File: src/sv/dcnc_pkg.sv
// shared types, constants and helpers of the character/number conversion unit
`default_nettype none

package dcnc_pkg;

  // pipeline depth, the last stage is the output register
  localparam int unsigned NumStages = 4;

  // word layout
  localparam int unsigned WordW    = 30;
  localparam int unsigned ByteW    = 6;
  localparam int unsigned NumBytes = 5;
  localparam int unsigned DigitW   = 4;
  localparam int unsigned NumDigits = 2 * NumBytes;

  // a group of five decimal digits stays below 100000
  localparam int unsigned GroupW = 17;
  // ten decimal digits stay below 2^34
  localparam int unsigned NumW   = 34;

  // stream payload widths
  localparam int unsigned InDataW  = 64;
  localparam int unsigned OutDataW = 64;

  localparam logic [GroupW-1:0] GroupBase = 17'd100000;
  localparam logic [ByteW-1:0]  CharBase  = 6'd30;
  localparam logic [ByteW-1:0]  CharTop   = 6'd39;

  // reciprocal for splitting a word into two five-digit groups
  localparam int unsigned SplitShift = 47;
  localparam logic [30:0] SplitMul =
    31'(((64'd1 << SplitShift) + 64'd99999) / 64'd100000);

  // reciprocals for taking a five-digit group apart
  localparam int unsigned DigShift = 34;
  localparam logic [30:0] Div10Mul    = 31'(((64'd1 << DigShift) + 64'd9) / 64'd10);
  localparam logic [30:0] Div100Mul   = 31'(((64'd1 << DigShift) + 64'd99) / 64'd100);
  localparam logic [30:0] Div1000Mul  = 31'(((64'd1 << DigShift) + 64'd999) / 64'd1000);
  localparam logic [30:0] Div10000Mul = 31'(((64'd1 << DigShift) + 64'd9999) / 64'd10000);

  typedef enum logic {
    OP_NUM  = 1'b0,
    OP_CHAR = 1'b1
  } op_e;

  // per-stage load enables and valid bits
  typedef struct packed {
    logic [NumStages-1:0] en;
    logic [NumStages-1:0] vld;
  } pipe_ctl_t;

  // byte value modulo 10, byte below 64
  function automatic logic [DigitW-1:0] mod10(input logic [ByteW-1:0] b);
    logic [ByteW-1:0] r;
    r = b;
    if (r >= 6'd40) r = r - 6'd40;
    if (r >= 6'd20) r = r - 6'd20;
    if (r >= 6'd10) r = r - 6'd10;
    return r[DigitW-1:0];
  endfunction

  // reciprocal of 10^k for a digit position, zero for position 0
  function automatic logic [30:0] div_mul(input logic [2:0] k);
    logic [30:0] m;
    case (k)
      3'd1:    m = Div10Mul;
      3'd2:    m = Div100Mul;
      3'd3:    m = Div1000Mul;
      3'd4:    m = Div10000Mul;
      default: m = '0;
    endcase
    return m;
  endfunction

endpackage

`default_nettype wire

File: src/sv/dcnc_pipe_ctrl.sv
// valid bits and stall-aware load enables of the conversion pipeline
`default_nettype none

module dcnc_pipe_ctrl (
  input  wire logic              clk_i,
  input  wire logic              rst_ni,
  input  wire logic              in_valid_i,
  input  wire logic              out_ready_i,
  output dcnc_pkg::pipe_ctl_t    ctl_o
);
  import dcnc_pkg::*;

  logic [NumStages-1:0] vld_q, vld_d;
  logic [NumStages-1:0] en;

  // a stage loads when it is empty or its successor moves on
  always_comb begin
    en[NumStages-1] = !vld_q[NumStages-1] || out_ready_i;
    for (int k = NumStages - 2; k >= 0; k--) begin
      en[k] = !vld_q[k] || en[k+1];
    end
  end

  // valid bits follow the data
  always_comb begin
    vld_d = vld_q;
    if (en[0]) vld_d[0] = in_valid_i;
    for (int k = 1; k < NumStages; k++) begin
      if (en[k]) vld_d[k] = vld_q[k-1];
    end
  end

  always_ff @(posedge clk_i or negedge rst_ni) begin
    if (!rst_ni) begin
      vld_q <= '0;
    end else begin
      vld_q <= vld_d;
    end
  end

  assign ctl_o.en  = en;
  assign ctl_o.vld = vld_q;

endmodule

`default_nettype wire

File: src/sv/dcnc_num_path.sv
// digits-to-number datapath: byte digits, five-digit groups, full number, wrap
`default_nettype none

module dcnc_num_path (
  input  wire logic                        clk_i,
  input  wire dcnc_pkg::pipe_ctl_t         ctl_i,
  input  wire logic [dcnc_pkg::WordW-1:0]  acc_word_i,
  input  wire logic [dcnc_pkg::WordW-1:0]  ext_word_i,
  output logic      [dcnc_pkg::WordW-1:0]  acc_word_o,
  output logic                             overflow_o
);
  import dcnc_pkg::*;

  logic [2*WordW-1:0]  all_bytes;
  logic [DigitW-1:0]   dig_q [NumDigits];
  logic [GroupW-1:0]   grp_d [2];
  logic [GroupW-1:0]   grp_q [2];
  logic [NumW-1:0]     num_q;
  logic [WordW-1:0]    acc_q;
  logic                ovf_q;

  // accumulator bytes first, most significant first
  assign all_bytes = {acc_word_i, ext_word_i};

  // stage 0: each byte modulo 10
  always_ff @(posedge clk_i) begin
    if (ctl_i.en[0]) begin
      for (int i = 0; i < NumDigits; i++) begin
        dig_q[i] <= mod10(all_bytes[2*WordW-1-ByteW*i -: ByteW]);
      end
    end
  end

  // stage 1: five digits to a group value
  always_comb begin
    for (int g = 0; g < 2; g++) begin
      grp_d[g] = GroupW'(dig_q[5*g])   * 17'd10000
               + GroupW'(dig_q[5*g+1]) * 17'd1000
               + GroupW'(dig_q[5*g+2]) * 17'd100
               + GroupW'(dig_q[5*g+3]) * 17'd10
               + GroupW'(dig_q[5*g+4]);
    end
  end

  always_ff @(posedge clk_i) begin
    if (ctl_i.en[1]) begin
      grp_q[0] <= grp_d[0];
      grp_q[1] <= grp_d[1];
    end
  end

  // stage 2: high group times 100000 plus low group
  always_ff @(posedge clk_i) begin
    if (ctl_i.en[2]) begin
      num_q <= NumW'(grp_q[0]) * NumW'(GroupBase) + NumW'(grp_q[1]);
    end
  end

  // stage 3: wrap to the word and flag overflow
  always_ff @(posedge clk_i) begin
    if (ctl_i.en[3]) begin
      acc_q <= num_q[WordW-1:0];
      ovf_q <= |num_q[NumW-1:WordW];
    end
  end

  assign acc_word_o = acc_q;
  assign overflow_o = ovf_q;

endmodule

`default_nettype wire

File: src/sv/dcnc_char_path.sv
// number-to-characters datapath: split by 100000, digit quotients, codes
`default_nettype none

module dcnc_char_path (
  input  wire logic                        clk_i,
  input  wire dcnc_pkg::pipe_ctl_t         ctl_i,
  input  wire logic [dcnc_pkg::WordW-1:0]  acc_word_i,
  output logic      [dcnc_pkg::WordW-1:0]  acc_word_o,
  output logic      [dcnc_pkg::WordW-1:0]  ext_word_o
);
  import dcnc_pkg::*;

  localparam int unsigned ProdW = WordW + 31;
  localparam int unsigned QuotW = 14;

  logic [ProdW-1:0]   prod_q;
  logic [WordW-1:0]   acc0_q;
  logic [QuotW-1:0]   hi_quot;
  logic [30:0]        hi_scaled;
  logic [WordW-1:0]   lo_full;
  logic [GroupW-1:0]  grp_q  [2];
  logic [47:0]        dprod  [2][NumBytes];
  logic [GroupW-1:0]  quot_q [2][NumBytes];
  logic [GroupW-1:0]  dig_full [2][NumBytes];
  logic [WordW-1:0]   word_d [2];
  logic [WordW-1:0]   acc_q, ext_q;

  // stage 0: reciprocal multiply for the split by 100000
  always_ff @(posedge clk_i) begin
    if (ctl_i.en[0]) begin
      prod_q <= ProdW'(acc_word_i) * ProdW'(SplitMul);
      acc0_q <= acc_word_i;
    end
  end

  // stage 1: high group and remainder
  assign hi_quot   = prod_q[SplitShift +: QuotW];
  assign hi_scaled = 31'(hi_quot) * 31'(GroupBase);
  assign lo_full   = acc0_q - hi_scaled[WordW-1:0];

  always_ff @(posedge clk_i) begin
    if (ctl_i.en[1]) begin
      grp_q[0] <= GroupW'(hi_quot);
      grp_q[1] <= lo_full[GroupW-1:0];
    end
  end

  // stage 2: quotients of each group by 10^k
  always_comb begin
    for (int g = 0; g < 2; g++) begin
      for (int k = 0; k < NumBytes; k++) begin
        dprod[g][k] = 48'(grp_q[g]) * 48'(div_mul(3'(k)));
      end
    end
  end

  always_ff @(posedge clk_i) begin
    if (ctl_i.en[2]) begin
      for (int g = 0; g < 2; g++) begin
        quot_q[g][0] <= grp_q[g];
        for (int k = 1; k < NumBytes; k++) begin
          quot_q[g][k] <= GroupW'(dprod[g][k][47:DigShift]);
        end
      end
    end
  end

  // stage 3: digit = quotient minus ten times the next quotient, then code
  always_comb begin
    for (int g = 0; g < 2; g++) begin
      word_d[g] = '0;
      for (int k = 0; k < NumBytes; k++) begin
        if (k == NumBytes - 1) begin
          dig_full[g][k] = quot_q[g][k];
        end else begin
          dig_full[g][k] = quot_q[g][k] - (quot_q[g][k+1] << 3) - (quot_q[g][k+1] << 1);
        end
        word_d[g][ByteW*k +: ByteW] = CharBase + ByteW'(dig_full[g][k][DigitW-1:0]);
      end
    end
  end

  always_ff @(posedge clk_i) begin
    if (ctl_i.en[3]) begin
      acc_q <= word_d[0];
      ext_q <= word_d[1];
    end
  end

  assign acc_word_o = acc_q;
  assign ext_word_o = ext_q;

endmodule

`default_nettype wire

File: src/sv/decimal_char_numeric_convert_unit.sv
// top level of the character/number conversion unit
//
//   channel  dir  handshake                        payload
//   s_axis   in   s_axis_tvalid / s_axis_tready    tdata: sign, acc, ext; tuser: operation
//   m_axis   out  m_axis_tvalid / m_axis_tready    tdata: sign, acc, ext, overflow
//
// four register stages, one item per cycle sustained while m_axis is not stalled
// the depth is set by the reciprocal multiplies of the split by 100000 and
// of the per-digit quotients, each followed by a register
// reset clears only the stage valid bits, the pipeline comes up empty
// a stall on m_axis holds the last full stage; empty stages ahead of it
// keep taking items until the pipeline is full
`default_nettype none

module decimal_char_numeric_convert_unit (
  input  wire logic                           clk_i,
  input  wire logic                           rst_ni,
  input  wire logic                           s_axis_tvalid,
  output logic                                s_axis_tready,
  // acc_sign [0], acc_word [30:1], ext_word [60:31], zero fill [63:61]
  input  wire logic [dcnc_pkg::InDataW-1:0]   s_axis_tdata,
  // operation [0]
  input  wire logic                           s_axis_tuser,
  output logic                                m_axis_tvalid,
  input  wire logic                           m_axis_tready,
  // acc_sign_out [0], acc_word_out [30:1], ext_word_out [60:31],
  // overflow_set [61], zero fill [63:62]
  output logic      [dcnc_pkg::OutDataW-1:0]  m_axis_tdata
);
  import dcnc_pkg::*;

  pipe_ctl_t          ctl;
  logic [WordW-1:0]   in_acc, in_ext;
  op_e                op_q   [NumStages];
  logic               sign_q [NumStages];
  logic [WordW-1:0]   ext_q  [NumStages];
  logic [WordW-1:0]   num_acc, chr_acc, chr_ext;
  logic               num_ovf;
  logic [WordW-1:0]   out_acc, out_ext;
  logic               out_ovf;

  assign in_acc = s_axis_tdata[WordW:1];
  assign in_ext = s_axis_tdata[2*WordW:WordW+1];

  // pipeline control
  dcnc_pipe_ctrl u_ctrl (
    .clk_i       (clk_i),
    .rst_ni      (rst_ni),
    .in_valid_i  (s_axis_tvalid),
    .out_ready_i (m_axis_tready),
    .ctl_o       (ctl)
  );

  assign s_axis_tready = ctl.en[0];
  assign m_axis_tvalid = ctl.vld[NumStages-1];

  // operation, sign and extension ride along with the item
  always_ff @(posedge clk_i) begin
    if (ctl.en[0]) begin
      op_q[0]   <= op_e'(s_axis_tuser);
      sign_q[0] <= s_axis_tdata[0];
      ext_q[0]  <= in_ext;
    end
    for (int k = 1; k < NumStages; k++) begin
      if (ctl.en[k]) begin
        op_q[k]   <= op_q[k-1];
        sign_q[k] <= sign_q[k-1];
        ext_q[k]  <= ext_q[k-1];
      end
    end
  end

  dcnc_num_path u_num (
    .clk_i      (clk_i),
    .ctl_i      (ctl),
    .acc_word_i (in_acc),
    .ext_word_i (in_ext),
    .acc_word_o (num_acc),
    .overflow_o (num_ovf)
  );

  dcnc_char_path u_char (
    .clk_i      (clk_i),
    .ctl_i      (ctl),
    .acc_word_i (in_acc),
    .acc_word_o (chr_acc),
    .ext_word_o (chr_ext)
  );

  // result select by operation
  always_comb begin
    case (op_q[NumStages-1])
      OP_CHAR: begin
        out_acc = chr_acc;
        out_ext = chr_ext;
        out_ovf = 1'b0;
      end
      default: begin
        out_acc = num_acc;
        out_ext = ext_q[NumStages-1];
        out_ovf = num_ovf;
      end
    endcase
  end

  assign m_axis_tdata = {2'b00, out_ovf, out_ext, out_acc, sign_q[NumStages-1]};

`ifndef SYNTHESIS
  // overflow is a NUM result only
  a_no_ovf_char: assert property (@(posedge clk_i) disable iff (!rst_ni)
    m_axis_tvalid && (op_q[NumStages-1] == OP_CHAR) |-> !m_axis_tdata[2*WordW+1])
    else $error("overflow flag set on a CHAR item");

  // an empty output stage never blocks the input
  a_ready_when_empty: assert property (@(posedge clk_i) disable iff (!rst_ni)
    !ctl.vld[NumStages-1] |-> s_axis_tready)
    else $error("input stalled with empty output stage");

  // the lowest character code of acc and of ext stays within the digit range
  a_char_code: assert property (@(posedge clk_i) disable iff (!rst_ni)
    m_axis_tvalid && (op_q[NumStages-1] == OP_CHAR) |->
      (m_axis_tdata[WordW+ByteW:WordW+1] >= CharBase) &&
      (m_axis_tdata[WordW+ByteW:WordW+1] <= CharTop) &&
      (m_axis_tdata[ByteW:1] >= CharBase) && (m_axis_tdata[ByteW:1] <= CharTop))
    else $error("character code out of range");

  // a stalled item stays in the output stage
  a_hold_on_stall: assert property (@(posedge clk_i) disable iff (!rst_ni)
    m_axis_tvalid && !m_axis_tready |=> m_axis_tvalid && $stable(m_axis_tdata))
    else $error("output item changed under stall");
`endif

endmodule

`default_nettype wire

File: config.mk
export PLATFORM = sky130hd
export DESIGN_NAME = decimal_char_numeric_convert_unit
export DESIGN_NICKNAME = d
export VERILOG_FILES = /design/src/sv/dcnc_pkg.sv /design/src/sv/dcnc_pipe_ctrl.sv /design/src/sv/dcnc_num_path.sv /design/src/sv/dcnc_char_path.sv /design/src/sv/decimal_char_numeric_convert_unit.sv
export SDC_FILE = /design/constraint.sdc
export NUM_CORES = 2
export LEC_CHECK = 0
export ABC_AREA = 1
export BUFFER_PORTS_ARGS = -buffer_cell sky130_fd_sc_hd__buf_2
export CAP_MARGIN = 20
export CORE_MARGIN = 8
export CORE_UTILIZATION = 25
export CTS_CLUSTER_SIZE = 20
export DETAILED_ROUTE_END_ITERATION = 12
export MAX_ROUTING_LAYER = met4
export SLEW_MARGIN = 40
export SYNTH_ARGS = -nofsm -noshare
export SYNTH_HDL_FRONTEND = slang
export SYNTH_SLANG_ARGS = --single-unit
File: constraint.sdc
create_clock -name clk_i -period 22.3 [get_ports clk_i]
set_clock_uncertainty 0.05 [all_clocks]
set_input_delay 2.23 -clock clk_i [delete_from_list [all_inputs] [get_ports clk_i]]
set_output_delay 2.23 -clock clk_i [all_outputs]
set_load 0.01 [all_outputs]
==> impl_metrics.py <==
metrics = {
    "yosys": {
        "share_of_async_settable_or_async_resettable_flops_after_synthesis": 0.00955,
        "synth_mux_area_frac": 0,
        "syn_area_um2": 80100,
        "synth.distinct_cells": 63,
        "synth.yosys.warnings": 0,
        "postSynthRegisterBits": 419,
        "yosys.area_share.adder": 0.555,
        "yosys.area_share.simple": 0.103,
        "synth-xor-area-share": 0.0245,
        "netlist_instances": 8446,
        "syn_area_per_cell_um2": 9.48,
        "main_combinational_cell_family_by_area_after_synthesis": "adder cells",
        "synth-edff-count": 415,
        "fraction_of_the_yosys_area_taken_by_sequential_cells": 0.157,
        "synth-compound-area-share": 0.0539,
        "synth_top_flop_cell": "edfxtp_1",
    },
    "clock_tree": {
        "clkTransAtPathRegs_ns": 0.06,
        "h-tree-depth": 2,
        "cts_post_setup_buffers_inserted": 0,
        "clock_path_buffers": 3,
        "clock_sinks": 419,
        "clockRootBuffer": "clkbuf_16",
        "ctsResizeCount": 0,
        "cts_buffers": 48,
        "cts_hold_repair.buffers": 0,
        "tritoncts": "yes",
        "worst_skew_pair.late_latency_ns": 0.65,
    },
    "routing": {
        "drt_iter0_drc": 3346,
        "routed_via_density": 4.34,
        "num_vias": 56100,
        "detail_route.wl_per_cell_um": 16.8,
        "ant_nets": 0,
        "first_pass_iters": 5,
        "drc_errors": 0,
        "routed_wirelength_um": 217000,
    },
    "critical_path": {
        "worst-endpoint-required_ns": 22.63,
        "critical_path_peak_fanout": 11,
        "cp-start-kind": "input port",
        "timing_worst_setup_path_type": "input port to register",
        "crit-reg2reg-launch": "u_char.grp_q[0][6]$_DFFE_PP_",
        "cp_common_cell": "inv_1",
        "arrival_ns": 8.77,
        "worstPathBufferInverterCount": 9,
        "timing.reg2reg.setup_slack_ns": 15.25,
        "family_with_the_most_delay_on_the_worst_path": "adder cells",
        "timing.critical_path.slowest_stage_cell": "fa_1",
        "critical_path_origin": "s_axis_tdata[5]",
        "cp_slowest_stage_delay_ns": 0.57,
        "cp-end-kind": "register",
    },
    "grt": {
        "grt.total_usage": 0.131,
        "wire_length_of_the_first_global_routing_pass_um": 337000,
        "grt_overflow": 0,
        "initial_antenna_violation_count": 6,
        "grt_max_degree": 66,
        "number_of_global_route_vias_before_repair": 58400,
    },
    "placement": {
        "io_buffers": 129,
        "gp_congestion": 0.969,
        "place_hpwl_um": 186000,
    },
    "sta": {
        "slew_headroom": 0.397,
        "period_needed_ns": 8.44,
        "crit_share_post_route": 0.378,
        "final-hold-violation-count": 0,
        "final.setup.tns_ns": 0,
        "slew_viol_final": 0,
        "rsz0062_at_grt": "no",
        "tightest_slew_ns": 0.896,
        "fmax_mhz": 119,
        "report.final.setup_viol": 0,
    },
    "floorplan": {
        "placement_row_count": 208,
        "initial_utilization": 0.250,
        "die_outline_width_um": 582,
        "design.core.area_um2": 320000,
        "die_height_um": 582,
        "fp.dieArea_um2": 339000,
        "pin_count": 135,
    },
    "final_layout": {
        "register_area_um2": 12600,
        "drive_gt1_frac": 0.0403,
        "fin_nets": 11600,
        "final.fill_count": 33800,
        "multi_input_area_um2": 59000,
        "area_growth_from_synthesis_to_final_layout_pct": 9.88,
    },
    "hold_path": {
        "worst_hold_start": "ext_q[0][13]$_DFFE_PP_",
        "min_path_type": "register to register",
    },
    "run": {
        "max-cap-violations": 0,
    },
    "outcome": {
        "outcome": "completed",
    },
}
==> sequential cells by signal, summed over array words and instances, names as in the netlist, 29 cells and up <==
name and count:
ext_q 112, u_char.quot_q 39, u_num.dig_q 37, u_num.grp_q 34, u_num.num_q 34, u_char.ext_word_o 30, u_char.grp_q 30, u_num.acc_word_o 30
u_char.acc_word_o 29
==> final cells by class <==
class                      count  area share
clock buffer                  52      0.0138
tap                         4200      0.0597
multi-input combinational   5756       0.670
sequential                   419       0.143
timing repair buffer         188      0.0130
clock inverter                35     0.00391
antenna                        6    0.000171
inverter                    2254      0.0963
==> synth_stat cells, types with 33 or more instances <==
library cell	n	share of area
a21o_1	33	0.0031
inv_1	2245	0.11
edfxtp_1	415	0.16
o21ai_0	186	0.012
fa_1	1184	0.30
nand4_1	78	0.0061
nand2_1	1173	0.055
ha_1	1660	0.26
xnor2_1	108	0.012
xor2_1	116	0.013
nor3_1	55	0.0034
nand3_1	223	0.014
nor2_1	268	0.013
a21oi_1	383	0.024
==> cells by family after synthesis <==
kind of cell	after synthesis
xor gates and xnor gates	224
adders and majority gates	2844
AOI/OAI and AO/OA	765
DFF	419
other	1
and+or+nand+nor	1921
buffers and inverters	2272
==> per-stage QoR <==
stage / util / setup slack [ns] / instances / hold slack (ns) / instance area [um^2]
2_1_floorplan: - / 10.79 / 8447 / 0.350 / 80100
3_3_place_gp: 0.270 / 13.23 / 12800 / 0.351 / 86300
3_5_place_dp: 0.270 / 13.20 / 12800 / 0.355 / 86400
4_1_cts: 0.275 / 13.86 / 12900 / 0.360 / 87900
5_1_grt: 0.275 / 13.48 / 12900 / 0.352 / 88000
6_report: 0.275 / 13.86 / 12900 / 0.347 / 88000
==> final timing paths <==
| check | cells past startpoint | endpoint |
|---|---|---|
| setup / recovery | 27 | u_char.prod_q[58]$_DFFE_PP_ |
| hold / removal | 0 | ext_q[1][13]$_DFFE_PP_ |
| setup reg to reg | 16 | u_char.quot_q[0][26]$_DFFE_PP_ |
| hold reg to reg | 0 | ext_q[1][13]$_DFFE_PP_ |
| max in group asynchronous | 1 | u_ctrl.vld_q[0]$_DFFE_PN0P_ |
| min in group asynchronous | 1 | u_ctrl.vld_q[3]$_DFFE_PN0P_ |
==> placed cells by master (no fill, tap or decap), drive strengths merged, types with 25 or more instances in the layout <==
| cell type | instances |
|---|---|
| a21o | 33 |
| a21oi | 385 |
| a31oi | 25 |
| buf | 188 |
| clkbuf | 52 |
| edfxtp | 415 |
| fa | 1184 |
| ha | 1660 |
| inv | 2256 |
| nand2 | 1190 |
| nand3 | 236 |
| nand4 | 78 |
| nor2 | 284 |
| nor3 | 55 |
| o21ai | 206 |
| o21bai | 25 |
| xnor2 | 108 |
| xor2 | 116 |
==> per-layer routing <==
layer | global-route usage | part of all wire | wire length, um | vias up
li1 | - | - | - | 27100
met1 | 0.180 | 0.47 | 103000 | 27400
met2 | 0.204 | 0.44 | 95300 | 1327
met3 | 0.0210 | 0.063 | 13700 | 266
met4 | 0.0276 | 0.025 | 5450 | 0
met5 | - | 0 | 0 | -
Power is left out: the tool's default activity adds up to more than one toggle a clock period on the data nets, which glitch-free logic cannot reach.
